--- src/sv/odgq_pkg.sv ---
// Package: types, register map and ordered-dither threshold table of the gray quantizer
`default_nettype none

package odgq_pkg;

    typedef enum logic [1:0] {
        MODE_ONE = 2'd0,
        MODE_TWO = 2'd1,
        MODE_N   = 2'd2
    } t_mode;

    localparam int  ADDR_W    = 3;
    localparam logic REG_MODE  = 1'b0;
    localparam logic REG_LEVEL = 1'b1;

    localparam logic [3:0] LEVEL_BITS_RST = 4'd4;

    localparam logic [5:0] BAYER_TAB [0:63] = '{
        6'd0,  6'd32, 6'd12, 6'd44, 6'd2,  6'd34, 6'd14, 6'd46,
        6'd48, 6'd16, 6'd60, 6'd28, 6'd50, 6'd18, 6'd62, 6'd30,
        6'd8,  6'd40, 6'd4,  6'd36, 6'd10, 6'd42, 6'd6,  6'd38,
        6'd56, 6'd24, 6'd52, 6'd20, 6'd58, 6'd26, 6'd54, 6'd22,
        6'd3,  6'd35, 6'd15, 6'd47, 6'd1,  6'd33, 6'd13, 6'd45,
        6'd51, 6'd19, 6'd63, 6'd31, 6'd49, 6'd17, 6'd61, 6'd29,
        6'd11, 6'd43, 6'd7,  6'd39, 6'd9,  6'd41, 6'd5,  6'd37,
        6'd59, 6'd27, 6'd55, 6'd23, 6'd57, 6'd25, 6'd53, 6'd21
    };

endpackage

`default_nettype wire

--- src/sv/odgq_quant.sv ---
// Gray conversion and ordered-dither quantization of one pixel
`default_nettype none

module odgq_quant (
    input  wire odgq_pkg::t_mode i_mode,
    input  wire logic [3:0]      i_level_bits,
    input  wire logic [23:0]     i_rgb,
    input  wire logic [5:0]      i_thr,
    output logic [7:0]           o_level
);

    logic [7:0]         red, grn, blu;
    logic [9:0]         sum3;
    logic [16:0]        prod;
    logic [7:0]         g_avg;
    logic signed [9:0]  v_low;
    logic [7:0]         res_one, res_two;

    logic [3:0]         bits_c;
    logic [7:0]         w, mask, g_hi;
    logic [9:0]         sum_w;
    logic [7:0]         g_w;
    logic [2:0]         sh;
    logic [14:0]        u, q;
    logic [6:0]         off;
    logic signed [15:0] v_n;
    logic [7:0]         v_clamp, res_n;

    assign red = i_rgb[23:16];
    assign grn = i_rgb[15:8];
    assign blu = i_rgb[7:0];

    // average gray, modes one-bit and two-bit
    assign sum3  = 10'(red) + 10'(grn) + 10'(blu);
    assign prod  = 17'(sum3) * 17'd85;
    assign g_avg = prod[15:8];
    assign v_low = $signed({2'b00, g_avg}) + $signed({4'b0000, i_thr}) - 10'sd33;

    always_comb begin
        if (g_avg < 8'd16) begin
            res_one = 8'd0;
        end else if (g_avg >= 8'd240) begin
            res_one = 8'd1;
        end else if (v_low < 10'sd5) begin
            res_one = 8'd0;
        end else if (v_low >= 10'sd250) begin
            res_one = 8'd1;
        end else begin
            res_one = {7'd0, v_low[7]};
        end
    end

    always_comb begin
        if (g_avg < 8'd5) begin
            res_two = 8'd0;
        end else if (g_avg >= 8'd250) begin
            res_two = 8'd3;
        end else if (v_low < 10'sd5) begin
            res_two = 8'd0;
        end else if (v_low >= 10'sd250) begin
            res_two = 8'd3;
        end else begin
            res_two = {6'd0, v_low[7:6]};
        end
    end

    // weighted gray, n-bit mode
    always_comb begin
        if (i_level_bits < 4'd2) begin
            bits_c = 4'd2;
        end else if (i_level_bits > 4'd8) begin
            bits_c = 4'd8;
        end else begin
            bits_c = i_level_bits;
        end
    end

    assign w     = 8'((9'd1 << bits_c) - 9'd1);
    assign mask  = 8'(w << (4'd8 - bits_c));
    assign g_hi  = 8'd255 - w;
    assign sum_w = 10'(red) + {1'b0, grn, 1'b0} + 10'(blu);
    assign g_w   = sum_w[9:2];
    assign sh    = 3'(bits_c - 4'd2);
    assign u     = (15'(g_w) << sh) + 15'(i_thr) + 15'd31;
    assign q     = u >> sh;
    assign off   = 7'd64 >> sh;
    assign v_n   = $signed({1'b0, q}) - $signed({9'd0, off});

    always_comb begin
        if (v_n > 16'sd255) begin
            v_clamp = 8'd255;
        end else if (v_n < 16'sd0) begin
            v_clamp = 8'd0;
        end else begin
            v_clamp = v_n[7:0];
        end
    end

    always_comb begin
        if (g_w < w) begin
            res_n = 8'd0;
        end else if (g_w >= g_hi) begin
            res_n = mask;
        end else begin
            res_n = v_clamp & mask;
        end
    end

    always_comb begin
        case (i_mode)
            odgq_pkg::MODE_ONE: begin
                o_level = res_one;
            end
            odgq_pkg::MODE_TWO: begin
                o_level = res_two;
            end
            default: begin
                o_level = res_n;
            end
        endcase
    end

endmodule

`default_nettype wire

--- src/sv/ordered_dither_gray_quantizer_core.sv ---
// Top level of the ordered-dither gray quantizer: input/result registers and APB registers
//
//  channel   direction  signals                               transaction
//  pixel     in         start, busy, i_pixel_rgb/x_pos/y_pos  start high, busy low
//  result    out        o_strobe, o_gray_level                o_strobe high one cycle
//  config    in/out     psel..pready, paddr, pwdata, prdata   APB write, access phase
//
// One pixel per clock; each pixel passes through the input register, then odgq_quant
// and then the result register before its result appears.
// busy is always low. The receiver cannot stall; results are never held.
// Synchronous active-low reset clears the valid flags and the APB registers.
`default_nettype none

module ordered_dither_gray_quantizer_core (
    input  wire logic                        i_clk,
    input  wire logic                        i_rst_n,
    input  wire logic                        start,
    output logic                             busy,
    input  wire logic [23:0]                 i_pixel_rgb,
    input  wire logic [15:0]                 i_x_pos,
    input  wire logic [15:0]                 i_y_pos,
    output logic                             o_strobe,
    output logic [7:0]                       o_gray_level,
    input  wire logic                        psel,
    input  wire logic                        penable,
    input  wire logic                        pwrite,
    input  wire logic [odgq_pkg::ADDR_W-1:0] paddr,
    input  wire logic [31:0]                 pwdata,
    output logic [31:0]                      prdata,
    output logic                             pready
);

    odgq_pkg::t_mode r_mode;
    logic [3:0]      r_level_bits;
    logic            r_in_vld;
    logic [23:0]     r_rgb;
    logic [5:0]      r_thr_idx;
    logic            r_out_vld;
    logic [7:0]      r_gray;
    logic [7:0]      n_gray;
    logic            wr_en;
    logic            accept;

    assign pready = 1'b1;
    assign busy   = 1'b0;
    assign accept = start && !busy;
    assign wr_en  = psel && penable && pwrite && pready;

    always_ff @(posedge i_clk) begin
        if (!i_rst_n) begin
            r_mode       <= odgq_pkg::MODE_ONE;
            r_level_bits <= odgq_pkg::LEVEL_BITS_RST;
        end else if (wr_en) begin
            unique case (paddr[2])
                odgq_pkg::REG_MODE: begin
                    r_mode <= odgq_pkg::t_mode'(pwdata[1:0]);
                end
                odgq_pkg::REG_LEVEL: begin
                    r_level_bits <= pwdata[3:0];
                end
                default: begin
                end
            endcase
        end
    end

    always_comb begin
        unique case (paddr[2])
            odgq_pkg::REG_MODE: begin
                prdata = {30'd0, r_mode};
            end
            odgq_pkg::REG_LEVEL: begin
                prdata = {28'd0, r_level_bits};
            end
            default: begin
                prdata = 32'd0;
            end
        endcase
    end

    always_ff @(posedge i_clk) begin
        if (!i_rst_n) begin
            r_in_vld  <= 1'b0;
            r_out_vld <= 1'b0;
        end else begin
            r_in_vld  <= accept;
            r_out_vld <= r_in_vld;
        end
    end

    always_ff @(posedge i_clk) begin
        r_rgb     <= i_pixel_rgb;
        r_thr_idx <= {i_y_pos[2:0], i_x_pos[2:0]};
        r_gray    <= n_gray;
    end

    odgq_quant u_quant (
        .i_mode       (r_mode),
        .i_level_bits (r_level_bits),
        .i_rgb        (r_rgb),
        .i_thr        (odgq_pkg::BAYER_TAB[r_thr_idx]),
        .o_level      (n_gray)
    );

    assign o_strobe     = r_out_vld;
    assign o_gray_level = r_gray;

endmodule

`default_nettype wire

--- config.mk ---
export PLATFORM = sky130hd
export DESIGN_NAME = ordered_dither_gray_quantizer_core
export DESIGN_NICKNAME = d
export VERILOG_FILES = /design/src/sv/odgq_pkg.sv /design/src/sv/odgq_quant.sv /design/src/sv/ordered_dither_gray_quantizer_core.sv
export SDC_FILE = /design/constraint.sdc
export NUM_CORES = 1
export LEC_CHECK = 0
export BUFFER_PORTS_ARGS = -buffer_cell sky130_fd_sc_hd__buf_2
export CAP_MARGIN = 20
export CORE_ASPECT_RATIO = 2
export CORE_MARGIN = 4
export CORE_UTILIZATION = 52
export DETAILED_ROUTE_END_ITERATION = 16
export GPL_ROUTABILITY_DRIVEN = 0
export PLACE_DENSITY = 0.88
export RECOVER_POWER = 100
export REMOVE_ABC_BUFFERS = 1
export SKIP_LAST_GASP = 1
export SLEW_MARGIN = 10
export SYNTH_ARGS = -nofsm -noshare
export SYNTH_HDL_FRONTEND = slang
export SYNTH_HIERARCHICAL = 1
export SYNTH_SLANG_ARGS = --single-unit
--- constraint.sdc ---
create_clock -name i_clk -period 7.75 [get_ports i_clk]
set_clock_uncertainty 0.05 [all_clocks]
set_input_delay 1.55 -clock i_clk [delete_from_list [all_inputs] [get_ports i_clk]]
set_output_delay 1.55 -clock i_clk [all_outputs]
set_load 0.05 [all_outputs]
==> out/results.tsv, run 1 <==
stage	metric	value	unit
status	status	complete, but fails checks	
status	violations	negative setup slack	
logic_synthesis	synth-simple-area-share	0.163	
worst_setup_path	setup.worst_path.start_class	flop	
global_routing	antenna_found_initial	0	
logic_synthesis	yosys_warnings	6	
worst_setup_path	cp_common_cell	inv_1	
floorplan	row_count	60	
clocking	cts_sinks	46	
detailed_routing	viasPerCell	6.55	
worst_setup_path	rr_startpoint	r_rgb[18]	
worst_setup_path	crit_path_start	r_rgb[18]	
logic_synthesis	synthXorXnorAreaFrac	0.0433	
floorplan	die_h	175	um
worst_hold_path	worstHoldPathType	flop to flop	
finish	n_antenna_cell	0	
clocking	clk_pin_slew	80	ps
worst_setup_path	cp_top_family	adder cells	
detailed_routing	drt-total-wl	25600	um
logic_synthesis	postSynthAreaPerCell	8.14	um2
sta	final.period_utilization	1.03	
global_routing	gr-usage-all-layers	0.262	
floorplan	die_w	91.4	um
finish	fin_util	0.657	
job	cap_violations	0	
logic_synthesis	synth-edff-count	0	
clocking	cts_root_buf	clkbuf_16	
floorplan	die_area	16000	um2
logic_synthesis	synth_top_family_by_area	adder cells	
detailed_routing	avgRoutedWirePerCell	21.8	um
clocking	numCtsBuffers	5	
detailed_routing	final_antenna_net_count	0	
sta	worst_slew_pin_slew	764	ps
logic_synthesis	synth.mux.area_fraction	0.0525	
finish	area_growth	22.9	%
logic_synthesis	ys_ff_latch	46	
sta	slew_headroom	0.477	
logic_synthesis	syn-cell-area	7230	um2
sta	whs	397	ps
clocking	clk_path_buf_depth	2	
logic_synthesis	yosysUniqueCellTypes	93	
worst_setup_path	setup.worst_path.end_class	flop	
clocking	htree_levels	2	
finish	fin_nets	1253	
detailed_routing	drtIter0Drc	735	
worst_setup_path	critPathMaxFanout	3	
global_routing	grt-ovfl-total	0	
place	dp_hpwl	16300	um
worst_setup_path	worstSetupPathType	flop to flop	
worst_setup_path	arrival	8100	ps
sta	min_period	7960	ps
global_routing	grt_pass1_wl	33700	um
sta	layout_setup_ws	-213	ps
clocking	cts_tree	done	
global_routing	grt_pass1_vias	7308	
sta	setup_viol	8	
worst_setup_path	slowest_stage	fa_1	
floorplan	core	13500	um2
clocking	ctsHoldBuffers	0	
logic_synthesis	synth_area_leaders	ha_1, dfxtp_1, fa_1	
worst_setup_path	crit_buf_inv	7	
sta	fmax	0.126	GHz
logic_synthesis	yosys.area_share.adder	0.275	
floorplan	io_pins	140	
sta	drv_slew	0	
logic_synthesis	synthArstFlopShare	0	
logic_synthesis	synth-main-ff-cell	dfxtp_1	
detailed_routing	drtPass1Iterations	6	
logic_synthesis	synth_compound_area_frac	0.224	
worst_hold_path	hp-start	r_in_vld	
finish	nFillCells	1001	
finish	drive_gt1_frac	0.294	
worst_setup_path	critPathRequiredTime	7890	ps
logic_synthesis	yosysTopAreaCell	ha_1	
global_routing	grt_max_degree	26	
worst_setup_path	cp_slowest_stage_delay	600	ps
clocking	clk_latency	310	ps
logic_synthesis	syn_inst	888	
logic_synthesis	netlist.area_leader.share	0.189	
sta	hold_violations	0	
floorplan	start_util	0.535	
detailed_routing	drc_errors	0	
sta	tns	-1260	ps
detailed_routing	vias	7676	
place	port_buffers	53	
sta	rsz0062_at_grt	true	
logic_synthesis	ys_seq_area_frac	0.127	
-- cell usage after synthesis (all sizes together), types with 4 or more instances --
master   number
a22oi         4
a211oi       16
o21a          9
nand2        58
xnor2        20
a21oi        58
nand4         8
a211o         4
and2          7
buf          50
fa           31
nand2b       13
a21o         16
o21bai        9
o21ai        41
xor2         14
nor2         63
nor3         11
a21boi        7
inv         113
a31oi         8
mux2         10
a2111oi       5
nor2b        13
or2           8
mux2i        20
and3          7
ha          109
nor4          4
o211ai        8
dfxtp        46
o31ai         6
clkbuf       13
or3           9
nand3        15
-- worst register-to-register path: cells and delay by family, from the launching register on --
kind	cells	cell delay, ps
compound gates	15	2660
xor+xnor	2	320
fa+ha+maj	8	3020
buf+inv	7	550
flops	1	370
mux	1	120
simple gates	4	760
-- flip-flops by register name (all words and copies together) (netlist names) --
name / count
r_thr_idx: 6
r_mode: 2
r_rgb: 24
r_in_vld: 1
o_gray_level: 8
r_level_bits: 4
o_strobe: 1
-- cells by family (layout without fill, tap and decap cells) --
| kind of cell | count (synthesis) | in the layout |
|---|---|---|
| AND/OR/NAND/NOR | 231 | 231 |
| AO/OA/AOI/OAI | 227 | 227 |
| buffers and inverters | 177 | 278 |
| adder cells (fa/ha/maj) | 140 | 140 |
| flip-flops | 46 | 46 |
| XOR/XNOR | 34 | 34 |
| multiplexers | 31 | 31 |
| other | 2 | 30 |
-- path summary, 6_finish.rpt --
path	slack, ps	endpoint	cells after the start
worst max register to register	-210	o_gray_level[0]	37
worst min-delay path	400	o_strobe	1
worst min register to register	400	o_strobe	1
worst max-delay path	-210	o_gray_level[0]	37
-- per-stage QoR --
stage | cells | area (um2) | worst slack (ps)
3_3_place_gp | 1141 | 8000 | -313
6_report | 1172 | 8880 | -213
3_5_place_dp | 1141 | 8000 | -545
2_1_floorplan | 853 | 6930 | -122
4_1_cts | 1154 | 8240 | -16.4
5_1_grt | 1172 | 8880 | -713
-- area by class of cell --
type	instances	area, um2	share of cell area
Clock buffer	5	125	0.0141
Clock inverter	3	28.8	0.00324
Inverter	114	430	0.0485
Multi-Input combinational cell	693	6130	0.690
Sequential cell	46	927	0.104
Tap cell	155	194	0.0218
Timing Repair Buffer	156	1040	0.118
-- timing repair --
item,in CTS,in global routing
gates cloned,0,0
pin swaps,6,46
setup endpoints to repair,8,8
resized for setup,16,122
buffers inserted,5,18
-- layout by cell type (no fill, tap or decap), types with 8 or more instances in the layout --
cell type | synthesis | layout
ha_4 | 0 | 12
nand2_1 | 56 | 56
clkbuf_1 | 13 | 15
fa_1 | 31 | 26
buf_4 | 33 | 97
dfxtp_1 | 46 | 41
inv_2 | 3 | 13
nand4_1 | 8 | 8
inv_1 | 110 | 99
a21oi_2 | 0 | 10
xor2_1 | 14 | 10
a211oi_1 | 11 | 10
a21o_1 | 16 | 16
ha_1 | 109 | 92
o21ai_0 | 37 | 23
nor2_1 | 62 | 58
o21a_1 | 9 | 9
o21ai_1 | 3 | 9
xnor2_1 | 18 | 14
buf_2 | 8 | 39
mux2i_1 | 18 | 16
a31oi_1 | 8 | 8
conb_1 | 2 | 30
a21oi_1 | 57 | 47
o21bai_1 | 9 | 9
nand2b_1 | 13 | 13
nand3_1 | 14 | 12
nor3_1 | 11 | 10
-- metal layers --
metal	GRT usage	up-vias	share of wire
li1	-	3295	-
met1	0.237	3547	0.31
met2	0.499	576	0.50
met3	0.0315	258	0.072
met4	0.227	0	0.11
met5	0	-	0
Power of run 1 is not shown: default switching activity piles up to over one toggle a cycle in this logic, so the estimate is an artifact.
==> run 2, diff against run 1 <==
PLACE_DENSITY = 0.87   (was 0.88)
TNS_END_PERCENT = 5   (was unset)
==> run 2 against run 1 <==
  * The flow now finishes without violations
  * Register-to-register slack better by 320 ps
  * Design area is 2.0% lower
  * Sequential share of layout area increased by 0.23 points
  * Maximum frequency up 4.2%
  * Critical endpoint unchanged
==> out/results.tsv, run 2 (synthesis gave the netlist of run 1 again) <==
stage	metric	value	unit	change
status	status	finished, final reports clean		
finish	final_cell_mix	inv_1, buf_4, ha_1, nor2_1, nand2_1		
sta	layout_setup_ws	110	ps	+323 ps
detailed_routing	avgRoutedWirePerCell	19.1	um	-12%
worst_hold_path	hold_depth	1		unchanged
clocking	htree_levels	2		unchanged
clocking	clk_path_buf_depth	2		unchanged
detailed_routing	drtIter0Drc	633		-14%
finish	final_common_cell	inv_1		
detailed_routing	drt-total-wl	22300	um	-13%
floorplan	start_util	0.535		unchanged
clocking	cts_root_buf	clkbuf_16		
sta	slew_headroom	0.505		+0.0278
worst_setup_path	arrival	7770	ps	-330 ps
finish	nFillCells	1014		+1.3%
worst_setup_path	setup.worst_path.start_class	flop		
place	place_inst	1142		+0.088%
sta	drv_slew	0		unchanged
sta	rsz0062_at_grt	true		
finish	top_register	r_rgb		
place	dp_hpwl	15800	um	-2.9%
sta	worst_slew_pin_slew	742	ps	-22.0 ps
floorplan	die_w	91.4	um	unchanged
sta	whs	396	ps	-1.59 ps
worst_setup_path	setup.worst_path.end_class	flop		
finish	drive_gt1_frac	0.270		-0.0240
finish	multi_input_area	6020	um2	-1.9%
detailed_routing	viasPerCell	6.31		-3.6%
sta	setup_viol	0		-8
finish	area_growth	20.4	%	
clocking	clk_pin_slew	80	ps	about the same
finish	largest_reg_flops	24		unchanged
detailed_routing	vias	7358		-4.1%
global_routing	grt_max_degree	31		+19%
global_routing	grt_pass1_vias	7352		+0.60%
sta	hold_violations	0		unchanged
worst_setup_path	reg2regPathDepth	37		unchanged
finish	n_antenna_cell	0		unchanged
finish	register_area	928	um2	+0.13%
worst_setup_path	critPathRequiredTime	7880	ps	about the same
floorplan	die_h	175	um	unchanged
clocking	numCtsBuffers	5		unchanged
clocking	cts_sinks	46		unchanged
floorplan	die_area	16000	um2	unchanged
clocking	clk_latency	300	ps	about the same
worst_hold_path	worstHoldPathType	flop to flop		
place	port_buffers	53		unchanged
detailed_routing	drtPass1Iterations	8		+2
global_routing	grt_pass1_wl	32700	um	-2.7%
finish	fin_util	0.644		-0.0134
detailed_routing	final_antenna_net_count	0		unchanged
sta	min_period	7640	ps	-323 ps
global_routing	grt-ovfl-total	0		unchanged
floorplan	core	13500	um2	unchanged
sta	final.period_utilization	0.986		-0.0416
worst_setup_path	cp_common_cell	inv_1		
detailed_routing	drc_errors	0		unchanged
sta	fmax	0.131	GHz	+4.2%
place	pre_cts_slack	-502	ps	+43.4 ps
global_routing	antenna_found_initial	0		unchanged
finish	final_cells	1166		-0.51%
clocking	cts_tree	done		
finish	fin_nets	1247		-0.48%
global_routing	gr-usage-all-layers	0.251		-0.0117
worst_setup_path	cp_slowest_stage_delay	540	ps	-60 ps
worst_setup_path	worstSetupPathType	flop to flop		
floorplan	row_count	60		unchanged
clocking	ctsHoldBuffers	0		unchanged
job	cap_violations	0		unchanged
floorplan	io_pins	140		unchanged
worst_setup_path	critPathMaxFanout	5		+2
worst_setup_path	slowest_stage	fa_1		
[run 2: routing by layer]
layer	up-vias	track usage	wire [um]
li1	3282	-	-
met1	3403	0.223	7060
met2	478	0.479	11700
met3	195	0.0271	1250
met4	0	0.224	2260
met5	-	0	0
[run 2: cell type report]
cell class	count	area share
Clock buffer	5	0.0144
Clock inverter	3	0.00331
Inverter	114	0.0492
Multi-Input combinational cell	693	0.692
Sequential cell	46	0.107
Tap cell	155	0.0223
Timing Repair Buffer	150	0.113
[run 2: worst max-delay path: cells and delay by family (launching register included)]
| family | cells | cell delay [ps] |
|---|---|---|
| mux | 1 | 120 |
| compound gates | 14 | 2300 |
| flops | 1 | 330 |
| simple gates | 3 | 690 |
| buf+inv | 9 | 890 |
| xor+xnor | 2 | 320 |
| fa+ha+maj | 8 | 2790 |
[run 2: stage by stage]
stage	TNS, ps	instance area [um2]
after global routing	-930	8700
final	0	8700
after floorplan	-648	6930
after detailed placement	-1160	8000
after global placement	-254	8000
after CTS	0	8220
[run 2: path summary, 6_finish.rpt]
path | endpoint | from | slack, ps
setup / recovery | o_gray_level[0] | r_rgb[9] | 110
hold / removal | o_strobe | r_in_vld | 400
setup reg to reg | o_gray_level[0] | r_rgb[9] | 110
hold reg to reg | o_strobe | r_in_vld | 400
[run 2: timing repair]
| action | 4_1_cts | 5_1_grt |
|---|---|---|
| setup endpoints to repair | 8 | 8 |
| buffers inserted | 4 | 12 |
| resized for setup | 15 | 92 |
| pin swaps | 6 | 34 |
Power of run 2 is left out for the same reason.
